[config.mk]
export PLATFORM = sky130hd
export DESIGN_NAME = sample_channel_play_control
export DESIGN_NICKNAME = d
export VERILOG_FILES = /design/src/hdl/scpc_pkg.sv /design/src/hdl/sample_channel_play_control.sv /design/src/hdl/scpc_in_stage.sv /design/src/hdl/scpc_event_core.sv /design/src/hdl/scpc_out_stage.sv
export SDC_FILE = /design/constraint.sdc
export NUM_CORES = 1
export LEC_CHECK = 0
export ABC_AREA = 1
export BUFFER_PORTS_ARGS = -buffer_cell sky130_fd_sc_hd__buf_2
export CAP_MARGIN = 20
export CORE_MARGIN = 2
export CORE_UTILIZATION = 49
export CTS_BUF_LIST = sky130_fd_sc_hd__clkbuf_2
export CTS_CLUSTER_DIAMETER = 100
export DETAILED_ROUTE_END_ITERATION = 16
export PLACE_DENSITY = 0.78
export SKIP_CTS_REPAIR_TIMING = 1
export SLEW_MARGIN = 20
export SYNTH_ARGS = -nofsm -noshare
export SYNTH_HDL_FRONTEND = slang
export SYNTH_HIERARCHICAL = 1
export SYNTH_SLANG_ARGS = --single-unit
export TNS_END_PERCENT = 1
[constraint.sdc]
create_clock -name clk_i -period 2.63 [get_ports clk_i]
set_input_delay 0.6575 -clock clk_i [delete_from_list [all_inputs] [get_ports clk_i]]
set_output_delay 0.6575 -clock clk_i [all_outputs]
set_load 0.02 [all_outputs]
[src/hdl/scpc_pkg.sv]
// Shared types and constants of the sampler channel play controller.
`default_nettype none

package scpc_pkg;

  // Channel play status.
  typedef enum logic [1:0] {
    StOff    = 2'd0,
    StPlay   = 2'd1,
    StWait   = 2'd2,
    StEnding = 2'd3
  } status_e;

  // Event kind carried on the input side-band.
  typedef enum logic [2:0] {
    EvPress   = 3'd0,
    EvKill    = 3'd1,
    EvRelease = 3'd2,
    EvSeqStop = 3'd3,
    EvLoad    = 3'd4
  } event_e;

  // Player modes; codes above endless are treated alike.
  localparam logic [2:0] PmBasic      = 3'd0;
  localparam logic [2:0] PmBasicPause = 3'd1;
  localparam logic [2:0] PmPress      = 3'd2;
  localparam logic [2:0] PmRetrig     = 3'd3;
  localparam logic [2:0] PmEndless    = 3'd4;

  // Render commands.
  localparam logic [1:0] RcNone   = 2'd0;
  localparam logic [1:0] RcRewind = 2'd1;
  localparam logic [1:0] RcStop   = 2'd2;

  // Quantizer requests.
  localparam logic [1:0] QrNone   = 2'd0;
  localparam logic [1:0] QrPlay   = 2'd1;
  localparam logic [1:0] QrRewind = 2'd2;
  localparam logic [1:0] QrClear  = 2'd3;

  // Quantizer action code bases.
  localparam logic [13:0] ActionPlayBase   = 14'd0;
  localparam logic [13:0] ActionRewindBase = 14'd10000;

  // Configuration register indexes.
  localparam logic [1:0] CfgChannelId     = 2'd0;
  localparam logic [1:0] CfgStopOnSeqHalt = 2'd1;

  localparam int unsigned CfgIdxW   = 2;
  localparam int unsigned CfgDataW  = 12;
  localparam int unsigned ChanW     = 12;
  localparam int unsigned VelW      = 7;
  localparam int unsigned VolW      = 16;
  localparam int unsigned InTdataW  = 24;
  localparam int unsigned OutTdataW = 40;

  // Input beat payload; the last member sits in the lowest bits.
  typedef struct packed {
    logic [1:0]      new_status;
    logic            reading_actions;
    logic            quantize_pending;
    logic            velocity_as_volume;
    logic            is_loop;
    logic            can_quantize;
    logic [VelW-1:0] velocity;
    logic [2:0]      player_mode;
  } in_data_t;

  // Input item as seen by the event logic.
  typedef struct packed {
    event_e   mode;
    in_data_t data;
  } in_item_t;

  // Result beat payload; the last member sits in the lowest bits.
  typedef struct packed {
    logic            rewind_to_start;
    logic [VolW-1:0] volume;
    logic            volume_valid;
    logic [13:0]     action_id;
    logic [1:0]      quantize_request;
    logic [1:0]      render_command;
    status_e         status;
  } out_data_t;

  localparam int unsigned InDataW  = $bits(in_data_t);
  localparam int unsigned OutDataW = $bits(out_data_t);

endpackage

`default_nettype wire

[src/hdl/sample_channel_play_control.sv]
// Top level of the sampler channel play controller.
//
// Events enter on the slave stream: the event kind rides on s_axis_tuser and
// the event fields on s_axis_tdata. Every event yields exactly one result beat
// on the master stream with the new status and any render command, quantizer
// request, volume update or hard rewind. Configuration registers (channel id,
// stop on sequencer halt) are written over the cfg channel, index plus data;
// a write is taken in every cycle.
// An accepted event passes through the input register, then the event
// decode and the result register, which holds its result beat.
// Throughput is one event per cycle while the receiver does not stall; the
// only loop is the two-bit status register feeding the decode of the next
// event.
// When the receiver stalls, the held result stays in place, one more event
// waits in the input register, and s_axis_tready then falls until the result
// is taken.
// Reset empties both registers, sets the status to off and clears the
// configuration registers.
`default_nettype none

module sample_channel_play_control #(
  parameter int unsigned VELOCITY_MAX = 127
) (
  input  wire logic                           clk_i,
  input  wire logic                           rst_ni,
  input  wire logic                           s_axis_tvalid,
  output logic                                s_axis_tready,
  // Fields from bit 0: player_mode[2:0], velocity[9:3], can_quantize[10],
  // is_loop[11], velocity_as_volume[12], quantize_pending[13],
  // reading_actions[14], new_status[16:15]; zero fill above.
  input  wire logic [scpc_pkg::InTdataW-1:0]  s_axis_tdata,
  // Fields from bit 0: mode[2:0].
  input  wire logic [2:0]                     s_axis_tuser,
  output logic                                m_axis_tvalid,
  input  wire logic                           m_axis_tready,
  // Fields from bit 0: status[1:0], render_command[3:2],
  // quantize_request[5:4], action_id[19:6], volume_valid[20],
  // volume[36:21], rewind_to_start[37]; zero fill above.
  output logic [scpc_pkg::OutTdataW-1:0]      m_axis_tdata,
  input  wire logic                           cfg_valid_i,
  output logic                                cfg_ready_o,
  input  wire logic [scpc_pkg::CfgIdxW-1:0]   cfg_index_i,
  input  wire logic [scpc_pkg::CfgDataW-1:0]  cfg_data_i
);
  import scpc_pkg::*;

  logic [ChanW-1:0] chan_id_q;
  logic             stop_on_halt_q;
  in_item_t         in_item;
  in_item_t         stage_item;
  logic             stage_valid;
  logic             out_free;
  logic             advance;
  out_data_t        result;
  out_data_t        out_result;

  // Configuration registers.
  assign cfg_ready_o = 1'b1;

  always_ff @(posedge clk_i or negedge rst_ni) begin
    if (!rst_ni) begin
      chan_id_q      <= '0;
      stop_on_halt_q <= 1'b0;
    end else if (cfg_valid_i) begin
      unique case (cfg_index_i)
        CfgChannelId:     chan_id_q      <= cfg_data_i[ChanW-1:0];
        CfgStopOnSeqHalt: stop_on_halt_q <= cfg_data_i[0];
        default: begin
          chan_id_q <= chan_id_q;
        end
      endcase
    end
  end

  assign in_item.mode = event_e'(s_axis_tuser);
  assign in_item.data = in_data_t'(s_axis_tdata[InDataW-1:0]);

  // An event moves on when the result register has room.
  assign advance = stage_valid && out_free;

  scpc_in_stage u_in_stage (
    .clk_i     (clk_i),
    .rst_ni    (rst_ni),
    .valid_i   (s_axis_tvalid),
    .ready_o   (s_axis_tready),
    .item_i    (in_item),
    .advance_i (advance),
    .valid_o   (stage_valid),
    .item_o    (stage_item)
  );

  scpc_event_core #(
    .VELOCITY_MAX (VELOCITY_MAX)
  ) u_event_core (
    .clk_i              (clk_i),
    .rst_ni             (rst_ni),
    .advance_i          (advance),
    .item_i             (stage_item),
    .channel_id_i       (chan_id_q),
    .stop_on_seq_halt_i (stop_on_halt_q),
    .result_o           (result)
  );

  scpc_out_stage u_out_stage (
    .clk_i    (clk_i),
    .rst_ni   (rst_ni),
    .load_i   (advance),
    .result_i (result),
    .free_o   (out_free),
    .valid_o  (m_axis_tvalid),
    .ready_i  (m_axis_tready),
    .result_o (out_result)
  );

  assign m_axis_tdata = {{(OutTdataW - OutDataW){1'b0}}, out_result};

endmodule

`default_nettype wire

[src/hdl/scpc_in_stage.sv]
// Input register stage that holds one accepted event beat.
`default_nettype none

module scpc_in_stage (
  input  wire logic              clk_i,
  input  wire logic              rst_ni,
  input  wire logic              valid_i,
  output logic                   ready_o,
  input  wire scpc_pkg::in_item_t item_i,
  input  wire logic              advance_i,
  output logic                   valid_o,
  output scpc_pkg::in_item_t     item_o
);
  import scpc_pkg::*;

  logic     valid_q;
  in_item_t item_q;

  // The slot takes a new beat when empty or when its beat moves on.
  assign ready_o = !valid_q || advance_i;
  assign valid_o = valid_q;
  assign item_o  = item_q;

  always_ff @(posedge clk_i or negedge rst_ni) begin
    if (!rst_ni) begin
      valid_q <= 1'b0;
    end else if (ready_o) begin
      valid_q <= valid_i;
    end
  end

  // Payload needs no reset.
  always_ff @(posedge clk_i) begin
    if (ready_o && valid_i) begin
      item_q <= item_i;
    end
  end

endmodule

`default_nettype wire

[src/hdl/scpc_event_core.sv]
// Event decode, velocity to volume table and the play status register.
`default_nettype none

module scpc_event_core #(
  parameter int unsigned VELOCITY_MAX = 127
) (
  input  wire logic                        clk_i,
  input  wire logic                        rst_ni,
  input  wire logic                        advance_i,
  input  wire scpc_pkg::in_item_t          item_i,
  input  wire logic [scpc_pkg::ChanW-1:0]  channel_id_i,
  input  wire logic                        stop_on_seq_halt_i,
  output scpc_pkg::out_data_t              result_o
);
  import scpc_pkg::*;

  localparam int unsigned VelCount = 1 << VelW;
  localparam int unsigned VolMax   = (1 << VolW) - 1;

  status_e         status_q, status_d;
  logic [VolW-1:0] vol_table [VelCount];
  logic [1:0]      rc;
  logic [1:0]      qr;
  logic [13:0]     aid;
  logic            vol_valid;
  logic [VolW-1:0] vol;
  logic            rew;
  in_data_t        d;

  // Rounded velocity to Q0.16 volume map, saturated at full scale.
  for (genvar gi = 0; gi < VelCount; gi++) begin : g_vol
    localparam int unsigned Raw = (gi * (VolMax + 1) + VELOCITY_MAX / 2) / VELOCITY_MAX;
    localparam int unsigned Sat = (Raw > VolMax) ? VolMax : Raw;
    assign vol_table[gi] = VolW'(Sat);
  end

  assign d = item_i.data;

  // Next status and commands for the event in the input register.
  always_comb begin
    status_d  = status_q;
    rc        = RcNone;
    qr        = QrNone;
    aid       = '0;
    vol_valid = 1'b0;
    vol       = '0;
    rew       = 1'b0;
    unique case (item_i.mode)
      EvPress: begin
        unique case (status_q)
          StOff: begin
            if (d.is_loop) begin
              status_d = StWait;
            end else begin
              if (d.velocity_as_volume) begin
                vol_valid = 1'b1;
                vol       = vol_table[d.velocity];
              end
              if (d.can_quantize) begin
                qr       = QrPlay;
                aid      = ActionPlayBase + {2'b00, channel_id_i};
                status_d = StOff;
              end else begin
                status_d = StPlay;
              end
            end
          end
          StPlay: begin
            if (d.is_loop) begin
              status_d = StEnding;
            end else if (d.player_mode == PmRetrig) begin
              if (d.can_quantize) begin
                qr  = QrRewind;
                aid = ActionRewindBase + {2'b00, channel_id_i};
              end else begin
                rc = RcRewind;
              end
            end else if (d.player_mode == PmEndless) begin
              status_d = StEnding;
            end else if (d.player_mode == PmBasic) begin
              rc = RcStop;
            end else begin
              status_d = StOff;
            end
          end
          StWait: begin
            status_d = StOff;
          end
          StEnding: begin
            status_d = StPlay;
          end
          default: begin
            status_d = status_q;
          end
        endcase
      end
      EvKill: begin
        if (status_q == StPlay || status_q == StEnding) begin
          rc = RcStop;
        end
        if (d.player_mode == PmBasicPause) begin
          rew = 1'b1;
        end
      end
      EvRelease: begin
        if (d.player_mode == PmPress) begin
          if (status_q == StPlay) begin
            rc = RcStop;
          end else if (d.quantize_pending) begin
            qr = QrClear;
          end
        end
      end
      EvSeqStop: begin
        if (status_q == StWait) begin
          if (d.is_loop) begin
            status_d = StOff;
          end
        end else if (status_q == StPlay) begin
          if (stop_on_seq_halt_i && (d.is_loop || d.reading_actions)) begin
            rc = RcStop;
          end
        end
      end
      EvLoad: begin
        status_d = status_e'(d.new_status);
      end
      default: begin
        status_d = status_q;
      end
    endcase
  end

  always_comb begin
    result_o.status           = status_d;
    result_o.render_command   = rc;
    result_o.quantize_request = qr;
    result_o.action_id        = aid;
    result_o.volume_valid     = vol_valid;
    result_o.volume           = vol;
    result_o.rewind_to_start  = rew;
  end

  // Status moves only when the event is handed to the output register.
  always_ff @(posedge clk_i or negedge rst_ni) begin
    if (!rst_ni) begin
      status_q <= StOff;
    end else if (advance_i) begin
      status_q <= status_d;
    end
  end

endmodule

`default_nettype wire

[src/hdl/scpc_out_stage.sv]
// Output register that holds one result beat until the receiver takes it.
`default_nettype none

module scpc_out_stage (
  input  wire logic                 clk_i,
  input  wire logic                 rst_ni,
  input  wire logic                 load_i,
  input  wire scpc_pkg::out_data_t  result_i,
  output logic                      free_o,
  output logic                      valid_o,
  input  wire logic                 ready_i,
  output scpc_pkg::out_data_t       result_o
);
  import scpc_pkg::*;

  logic      valid_q;
  out_data_t result_q;

  // Room for a new result when empty or when the held beat leaves now.
  assign free_o   = !valid_q || ready_i;
  assign valid_o  = valid_q;
  assign result_o = result_q;

  always_ff @(posedge clk_i or negedge rst_ni) begin
    if (!rst_ni) begin
      valid_q <= 1'b0;
    end else if (free_o) begin
      valid_q <= load_i;
    end
  end

  always_ff @(posedge clk_i) begin
    if (load_i) begin
      result_q <= result_i;
    end
  end

endmodule

`default_nettype wire

==> results.json, run 1 <==
{
  "worst_slew_pin_slew_ns": 0.534,
  "drt-wirelength-per-cell_um": 13.2,
  "period_share_pct": 81.6,
  "initial_core_util_pct": 50.4,
  "clk_latency_ns": 0.50,
  "syn_to_final_growth_pct": 17.5,
  "multi_input_area_um2": 1010,
  "row_count": 30,
  "dieArea_um2": 7630,
  "clock.fmax_mhz": 466,
  "postSynthAreaPerCell_um2": 10.8,
  "p_leak_nw": 1.82,
  "io_pins": 89,
  "p_per_area_nw_per_um2": 726,
  "hold_ws_ns": 0.0272,
  "coreArea_um2": 6760,
  "antenna_cells": 0,
  "layout_min_cycle_time_ns": 2.14,
  "port_buffers": 78,
  "grt_pass1_vias": 2194,
  "clockRootBuffer": "clkbuf_2",
  "drc_errors": 0,
  "synth_seq_area_share_pct": 63.7,
  "status": "finished clean",
  "gp_congestion": 0.866,
  "post_drt_via_cell_ratio": 5.06,
  "rsz0062_at_grt": "no",
  "synth_seq_cells": 75,
  "tns_ns": 0,
  "hpwl_um": 4520,
  "ys_types": 31,
  "finalClockSkew_ns": 0.0242,
  "ir_drop_mv": 0.352,
  "syn-cell-area_um2": 3400,
  "drt-initial-drc-count": 113,
  "path_class": "register to primary output",
  "numCtsBuffers": 9,
  "final_common_cell": "buf_2",
  "relSlewSlack_pct": 64.4,
  "gr-total-overflow": 0,
  "syn_inst": 316,
  "hold_violations": 0,
  "dp_cells": 466,
  "yosysTopAreaCell": "edfxtp_1",
  "synth_top_area_share_pct": 51.2,
  "fin_cells": 482,
  "layout_common_cells": "buf_2, nand2_1, edfxtp_1",
  "cts.sinks": 75,
  "seqCellArea_um2": 2170,
  "drv_cap": 0,
  "place_ws_ns": 0.605,
  "antenna_left": 0,
  "drt-pass1-iter-count": 4,
  "dpl_cell_area_um2": 3840,
  "grt_max_degree": 43,
  "grt_pass1_wl_um": 10000,
  "drive_gt1_share_pct": 30.1,
  "drt_wl_total_um": 6350,
  "fillers": 582,
  "cp_data_required_time_ns": 1.97,
  "start_kind": "register",
  "vias": 2437,
  "cts_buffer_depth": 2,
  "clkSlewWorstSetupHoldPaths_ns": 0.21,
  "die_x_um": 87.4,
  "final_area_um2": 4000,
  "fin_nets": 449,
  "arrival_ns": 1.49,
  "netlist_top_cells_area": "edfxtp_1, dfrtp_1, nand2_1",
  "grt_use_total_pct": 17.6,
  "finalPower_mw": 2.90,
  "die_h_um": 87.4,
  "timing.final.ws_setup_ns": 0.485,
  "antenna_found_initial": 0,
  "drv_slew": 0,
  "fin_util_pct": 59.2,
  "final-setup-viol-count": 0,
  "cts_tree": "done",
  "h-tree-depth": 3,
  "critPathMaxFanout": 2,
  "ys_warn_count": 6,
  "min_path_type": "primary input to asynchronous set/reset pin",
  "end_kind": "primary output"
}
-- kinds of logic after synthesis --
group	synth area share, %
AO/OA/AOI/OAI	4.78
adder cells (fa/ha/maj)	2.21
other	0.221
flip-flops	63.7
AND/OR/NAND/NOR	22.2
buffers and inverters	6.91
-- critical path, cell delays in order (launching register included) --
cell	delay [ns]
dfrtp_1	0.42
nand2_2	0.08
nand2_1	0.11
clkinvlp_4	0.09
inv_1	0.08
nand2_1	0.07
buf_2	0.16
-- Yosys cell counts (all sizes together) --
master,count
nand2,78
ha,6
a21oi,13
o211a,1
o31ai,1
nor2,28
nor3b,4
nand3,32
and3,1
buf,12
o2111ai,1
dfrtp,17
nor3,4
o21ai,12
inv,37
nand4,5
edfxtp,58
o211ai,1
nor4,3
conb,2
-- where the power goes --
part | internal (mW) | total (mW) | switching (mW)
Combinational | 0.167 | 0.534 | 0.368
Clock | 0.409 | 0.804 | 0.395
Sequential | 1.45 | 1.56 | 0.111
Total | 2.03 | 2.90 | 0.874
-- layout make-up --
type | instances | share of cell area (%)
inverters | 37 | 3.69
clock inverters | 7 | 2.91
clock buffers | 9 | 1.13
multi-input cells | 193 | 25.3
repair buffers | 81 | 10.3
flip-flops and latches | 75 | 54.2
well taps | 80 | 2.50
-- per-layer routing --
layer  track usage [%]  wire length [µm]  vias up
met2              27.3              3020       88
met3              4.17               375        8
met5                 0                 0        -
li1                  -                 -     1221
met1              23.2              2850     1120
met4              8.53               104        0
-- sequential cells by signal, indices dropped and copies added (netlist names) --
register	flops
u_in_stage/valid_o	1
u_out_stage/valid_o	1
u_out_stage/result_o	38
u_event_core/status_q	2
stop_on_halt_q	1
chan_id_q	12
u_in_stage/item_o	20
-- final timing paths --
path	from	endpoint	slack [ns]	cells after the start
max	u_out_stage/valid_o	s_axis_tready	0.49	6
min	rst_ni	chan_id_q[5]	0.03	1
max reg2reg	u_in_stage/item_o[18]	u_out_stage/result_o[18]	0.94	5
min reg2reg	chan_id_q[1]	chan_id_q[1]	0.49	2
max in group asynchronous	rst_ni	u_event_core/status_q[0]	2.31	1
min in group clk_i	s_axis_tdata[3]	u_in_stage/item_o[3]	0.32	1
Power figures use the tool's default switching activity.
==> run 2: changes to the inputs <==
- ABC_AREA: 1 -> 0
- CORE_UTILIZATION: 49 -> 54
- PLACE_DENSITY: 0.78 -> 0.82
- clock period: 2.63 -> 2.2 ns (I/O delays scaled with it)
==> run 2 against run 1 <==
Net effect:
- register-to-register slack lost 0.68 ns
- core utilization rose by 6.2 points
- power grew 16%
- sequential share of layout area up 1.5 points
- critical path type unchanged
- highest routed layer unchanged
==> results.json, run 2 <==
{
  "status": "finished clean",
  "seqCellArea_um2": 2170,
  "reg2reg_to": "u_out_stage/result_o[15]",
  "grt_use_total_pct": 18.4,
  "synth_common_cells": "edfxtp_1, nor2_1, dfrtp_1",
  "finalClockSkew_ns": 0.0272,
  "clkSlewWorstSetupHoldPaths_ns": 0.21,
  "cts.sinks": 75,
  "antenna_found_initial": 0,
  "grt_pass1_wl_um": 9030,
  "grt_pass1_vias": 1960,
  "antenna_cells": 0,
  "critical_path.most_common_cell": "nand2b_4",
  "drt-wirelength-per-cell_um": 14.6,
  "async_flop_share_pct": 22.7,
  "gr-total-overflow": 0,
  "tns_ns": 0,
  "ys_types": 47,
  "r2r_start": "u_event_core/status_q[1]",
  "synth_seq_cells": 75,
  "drive_gt1_share_pct": 36.6,
  "met1_usage_pct": 23.4,
  "grt_use_met3_pct": 4.57,
  "fillers": 453,
  "h-tree-depth": 3,
  "hpwl_um": 4200,
  "cts_tree": "done",
  "clock.fmax_mhz": 491,
  "grt_max_degree": 44,
  "place_ws_ns": 0.348,
  "rrSetupSlack_ns": 0.26,
  "final_common_cell": "buf_2",
  "syn-cell-area_um2": 3340,
  "die_x_um": 82.6,
  "yosysTopAreaCell": "edfxtp_1",
  "start_kind": "register",
  "grt.busiest_layer": "met2",
  "layout_min_cycle_time_ns": 2.04,
  "arrival_ns": 1.49,
  "rsz0062_at_grt": "no",
  "ys.flop_type": "edfxtp_1",
  "largest_register_ffs": 38,
  "die_h_um": 82.6,
  "critPathSlowestCell": "dfrtp_1",
  "reg2regPathDepth": 4,
  "drc_errors": 0,
  "drt-initial-drc-count": 89,
  "clockRootBuffer": "clkbuf_2",
  "cp_data_required_time_ns": 1.65,
  "vias": 2195,
  "port_buffers": 78,
  "fin_nets": 378,
  "layout_common_cells": "buf_2, edfxtp_1, nor2_1",
  "p_per_area_nw_per_um2": 863,
  "gp_congestion": 0.855,
  "end_kind": "primary output",
  "drv_slew": 0,
  "syn_to_final_growth_pct": 16.7,
  "min_path_type": "primary input to register",
  "timing.final.ws_setup_ns": 0.163,
  "period_share_pct": 92.6,
  "netlist_top_cells_area": "edfxtp_1, dfrtp_1, mux2_2",
  "coreArea_um2": 5960,
  "syn_inst": 247,
  "slowest_delay_ns": 0.45,
  "critPathMaxFanout": 3,
  "grtUsageMet2_pct": 29.0,
  "io_pins": 89,
  "numCtsBuffers": 9,
  "initial_core_util_pct": 56.0,
  "worst_slew_pin_slew_ns": 0.586,
  "row_count": 28,
  "hold_violations": 0,
  "path_cells": "nand2b_4, and2_2, nand2b_4, buf_2",
  "multi_input_area_um2": 1040,
  "postSynthAreaPerCell_um2": 13.5,
  "drt_wl_total_um": 5920,
  "drt-pass1-iter-count": 4,
  "dieArea_um2": 6820,
  "finalPower_mw": 3.36,
  "synth_top_area_share_pct": 52.2,
  "relSlewSlack_pct": 60.9,
  "synth-edff-count": 58,
  "ir_drop_mv": 0.518,
  "final-setup-viol-count": 0,
  "drv_cap": 0,
  "synth_most_common_cell": "edfxtp_1",
  "post_drt_via_cell_ratio": 5.41,
  "p_leak_nw": 1.57,
  "ys_warn_count": 6,
  "synth_seq_area_share_pct": 65.0,
  "clk_latency_ns": 0.50,
  "antenna_left": 0,
  "path_class": "register to primary output",
  "cts_buffer_depth": 2,
  "crit_path_end": "s_axis_tready",
  "crit_start": "u_out_stage/valid_o"
}
run 2: changes by cell type after synthesis, moves of 11 or more:
cell / before / now
nand2_1: 72 / 11
inv_1: 34 / 6
nand3_1: 30 / 8
mux2_2: 0 / 13
and2_1: 0 / 11
nor3_1: 2 / 13
run 2: how the worst min path moves through the flow:
stage,start,to,slack [ns],depth (start not counted)
floorplan,rst_ni,chan_id_q[0],0.25,0
global placement,rst_ni,chan_id_q[9],0.48,1
detailed placement,chan_id_q[0],chan_id_q[0],0.49,1
CTS,rst_ni,chan_id_q[3],-0.11,1
global route,s_axis_tdata[7],u_in_stage/item_o[7],0.15,1
finish,s_axis_tdata[7],u_in_stage/item_o[7],0.20,1
run 2: cell type report:
class                   count  share of cell area [%]
clock buffers              10                    1.29
clock inverters             6                    2.32
inverters                   6                   0.579
multi-input cells         151                    26.7
flip-flops and latches     75                    55.7
well taps                  75                    2.41
repair buffers             83                    11.1
run 2: cells by family after synthesis:
logic type / after synthesis / share of synthesized area [%]
fa+ha+maj: 6 / 2.25
buf+inv: 22 / 4.09
other cells: 2 / 0.225
compound gates: 36 / 7.77
simple gates: 93 / 16.3
flops: 75 / 65.0
mux: 13 / 4.39
run 2: per-layer routing:
metal / vias to the layer above / wire length, µm
met5: - / 0
met3: 9 / 430
li1: 1080 / -
met4: 0 / 130
met2: 94 / 2970
met1: 1012 / 2390
run 2: worst max-delay path, delay by kind of cell, from the launching register on:
kind / cells / cell delay (ns)
buffers and inverters: 1 / 0.15
flip-flops: 1 / 0.45
AND/OR/NAND/NOR: 3 / 0.38
run 2: metrics by stage:
stage / hold WS [ns] / cells / area (µm²) / util [%]
final: 0.202 / 406 / 3890 / 65.3
after global routing: 0.148 / 406 / 3890 / 65.3
after global placement: 0.481 / 389 / 3740 / 62.8
after detailed placement: 0.488 / 389 / 3740 / 62.8
after CTS: -0.112 / 405 / 3880 / 65.2
after floorplan: 0.254 / 248 / 3340 / -
run 2: where the power goes:
| part | switching (mW) | internal, mW | leakage, nW |
|---|---|---|---|
| sequential | 0.132 | 1.74 | 0.775 |
| clock | 0.477 | 0.378 | 0.0704 |
| combinational | 0.388 | 0.239 | 0.720 |
==> run 3: changes to the inputs <==
- CAP_MARGIN: 20 -> 10
- CORE_UTILIZATION: 54 -> 45
- PLACE_DENSITY: 0.82 -> 0.7
- clock period: 2.2 -> 2.5 ns (I/O delays scaled with it)
==> run 3 against run 2 <==
Net effect:
- clock skew is 0.0075 ns lower
- worst setup slack better by 0.27 ns
- global-route usage is 3.5 points lower
- sequential power decreased by 11%
- critical path depth did not move
==> results.json, run 3 (synthesis gave the netlist of run 2 again) <==
{
  "start_kind": "register",
  "drt-wirelength-per-cell_um": 13.7,
  "io_pins": 89,
  "fillers": 661,
  "finalClockSkew_ns": 0.0197,
  "relSlewSlack_pct": 60.1,
  "end_kind": "primary output",
  "cts_buffer_depth": 2,
  "final_common_cell": "buf_2",
  "fin_nets": 375,
  "cts.sinks": 75,
  "largest_register_ffs": 38,
  "port_buffers": 78,
  "syn_to_final_growth_pct": 16.5,
  "die_x_um": 90.1,
  "antenna_cells": 0,
  "critPathMaxFanout": 3,
  "hold_violations": 0,
  "min_path_type": "primary input to register",
  "reg2regPathDepth": 4,
  "path_class": "register to primary output",
  "h-tree-depth": 3,
  "row_count": 31,
  "seqCellArea_um2": 2170,
  "multi_input_area_um2": 1040,
  "post_drt_via_cell_ratio": 5.04,
  "period_share_pct": 82.9,
  "grt_use_total_pct": 14.8,
  "antenna_left": 0,
  "dieArea_um2": 8120,
  "drv_slew": 0,
  "ir_drop_mv": 0.439,
  "drive_gt1_share_pct": 35.4,
  "status": "finished clean",
  "tns_ns": 0,
  "arrival_ns": 1.45,
  "hpwl_um": 4230,
  "clockRootBuffer": "clkbuf_2",
  "drc_errors": 0,
  "final-setup-viol-count": 0,
  "clock.fmax_mhz": 483,
  "clk_latency_ns": 0.50,
  "layout_common_cells": "buf_2, edfxtp_1, nor2_1",
  "drv_cap": 0,
  "vias": 2153,
  "coreArea_um2": 7210,
  "grt_pass1_wl_um": 9500,
  "drt-pass1-iter-count": 6,
  "grt_max_degree": 44,
  "rsz0062_at_grt": "no",
  "drt_wl_total_um": 5860,
  "p_per_area_nw_per_um2": 746,
  "clkSlewWorstSetupHoldPaths_ns": 0.19,
  "worst_slew_pin_slew_ns": 0.597,
  "cts_tree": "done",
  "dpl_cell_area_um2": 3750,
  "p_leak_nw": 1.56,
  "gr-total-overflow": 0,
  "numCtsBuffers": 9,
  "final_area_um2": 3890,
  "hold-path-cell-count": 1,
  "initial_core_util_pct": 46.2,
  "layout_min_cycle_time_ns": 2.07,
  "drt-initial-drc-count": 124,
  "gp_congestion": 0.867,
  "cp_data_required_time_ns": 1.88,
  "grt_pass1_vias": 1996,
  "antenna_found_initial": 0,
  "die_h_um": 90.1
}
==> run 3: path summary, 6_finish.rpt <==
kind	endpoint	slack (ns)	start
setup / recovery	s_axis_tready	0.43	u_out_stage/valid_o
hold / removal	u_in_stage/item_o[7]	0.29	s_axis_tdata[7]
setup reg to reg	u_out_stage/result_o[17]	0.48	u_in_stage/item_o[11]
hold reg to reg	chan_id_q[1]	0.52	chan_id_q[1]
max in group asynchronous	chan_id_q[3]	1.65	rst_ni
min in group asynchronous	chan_id_q[9]	0.56	rst_ni
==> run 3: worst max-delay path, cell delays in order (launching register included) <==
cell	delay, ns
dfrtp_1	0.43
nand2b_4	0.06
and2_2	0.17
nand2b_4	0.14
buf_2	0.15
==> run 3: final cells by class <==
class | count | area share (%)
sequential | 75 | 55.8
multi-input combinational | 151 | 26.7
timing repair buffer | 80 | 10.5
tap | 99 | 3.19
clock inverter | 7 | 2.12
clock buffer | 9 | 1.16
inverter | 6 | 0.580
==> run 3: where the power goes <==
part / total [mW] / switching (mW) / internal (mW) / leakage, nW
Sequential: 1.67 / 0.136 / 1.53 / 0.775
Clock: 0.718 / 0.399 / 0.320 / 0.0805
Combinational: 0.513 / 0.314 / 0.199 / 0.706
Total: 2.90 / 0.848 / 2.05 / 1.56
==> run 3: stage by stage <==
stage / setup slack (ns) / total power, mW / util [%] / hold slack [ns] / cells
3_3_place_gp: 0.552 / 2.19 / 52.0 / 0.481 / 410
4_1_cts: 0.364 / 2.93 / 53.7 / -0.0168 / 426
2_1_floorplan: 0.231 / 2.05 / - / 0.329 / 248
3_5_place_dp: 0.525 / 2.21 / 52.0 / 0.487 / 410
6_report: 0.428 / 2.90 / 53.9 / 0.292 / 427
5_1_grt: 0.245 / 3.05 / 53.9 / 0.238 / 427
==> run 3: routing by layer <==
layer	track usage [%]	routed length (µm)
met1	20.0	2540
met4	7.31	81
met2	22.8	2900
met5	0	0
met3	3.19	341
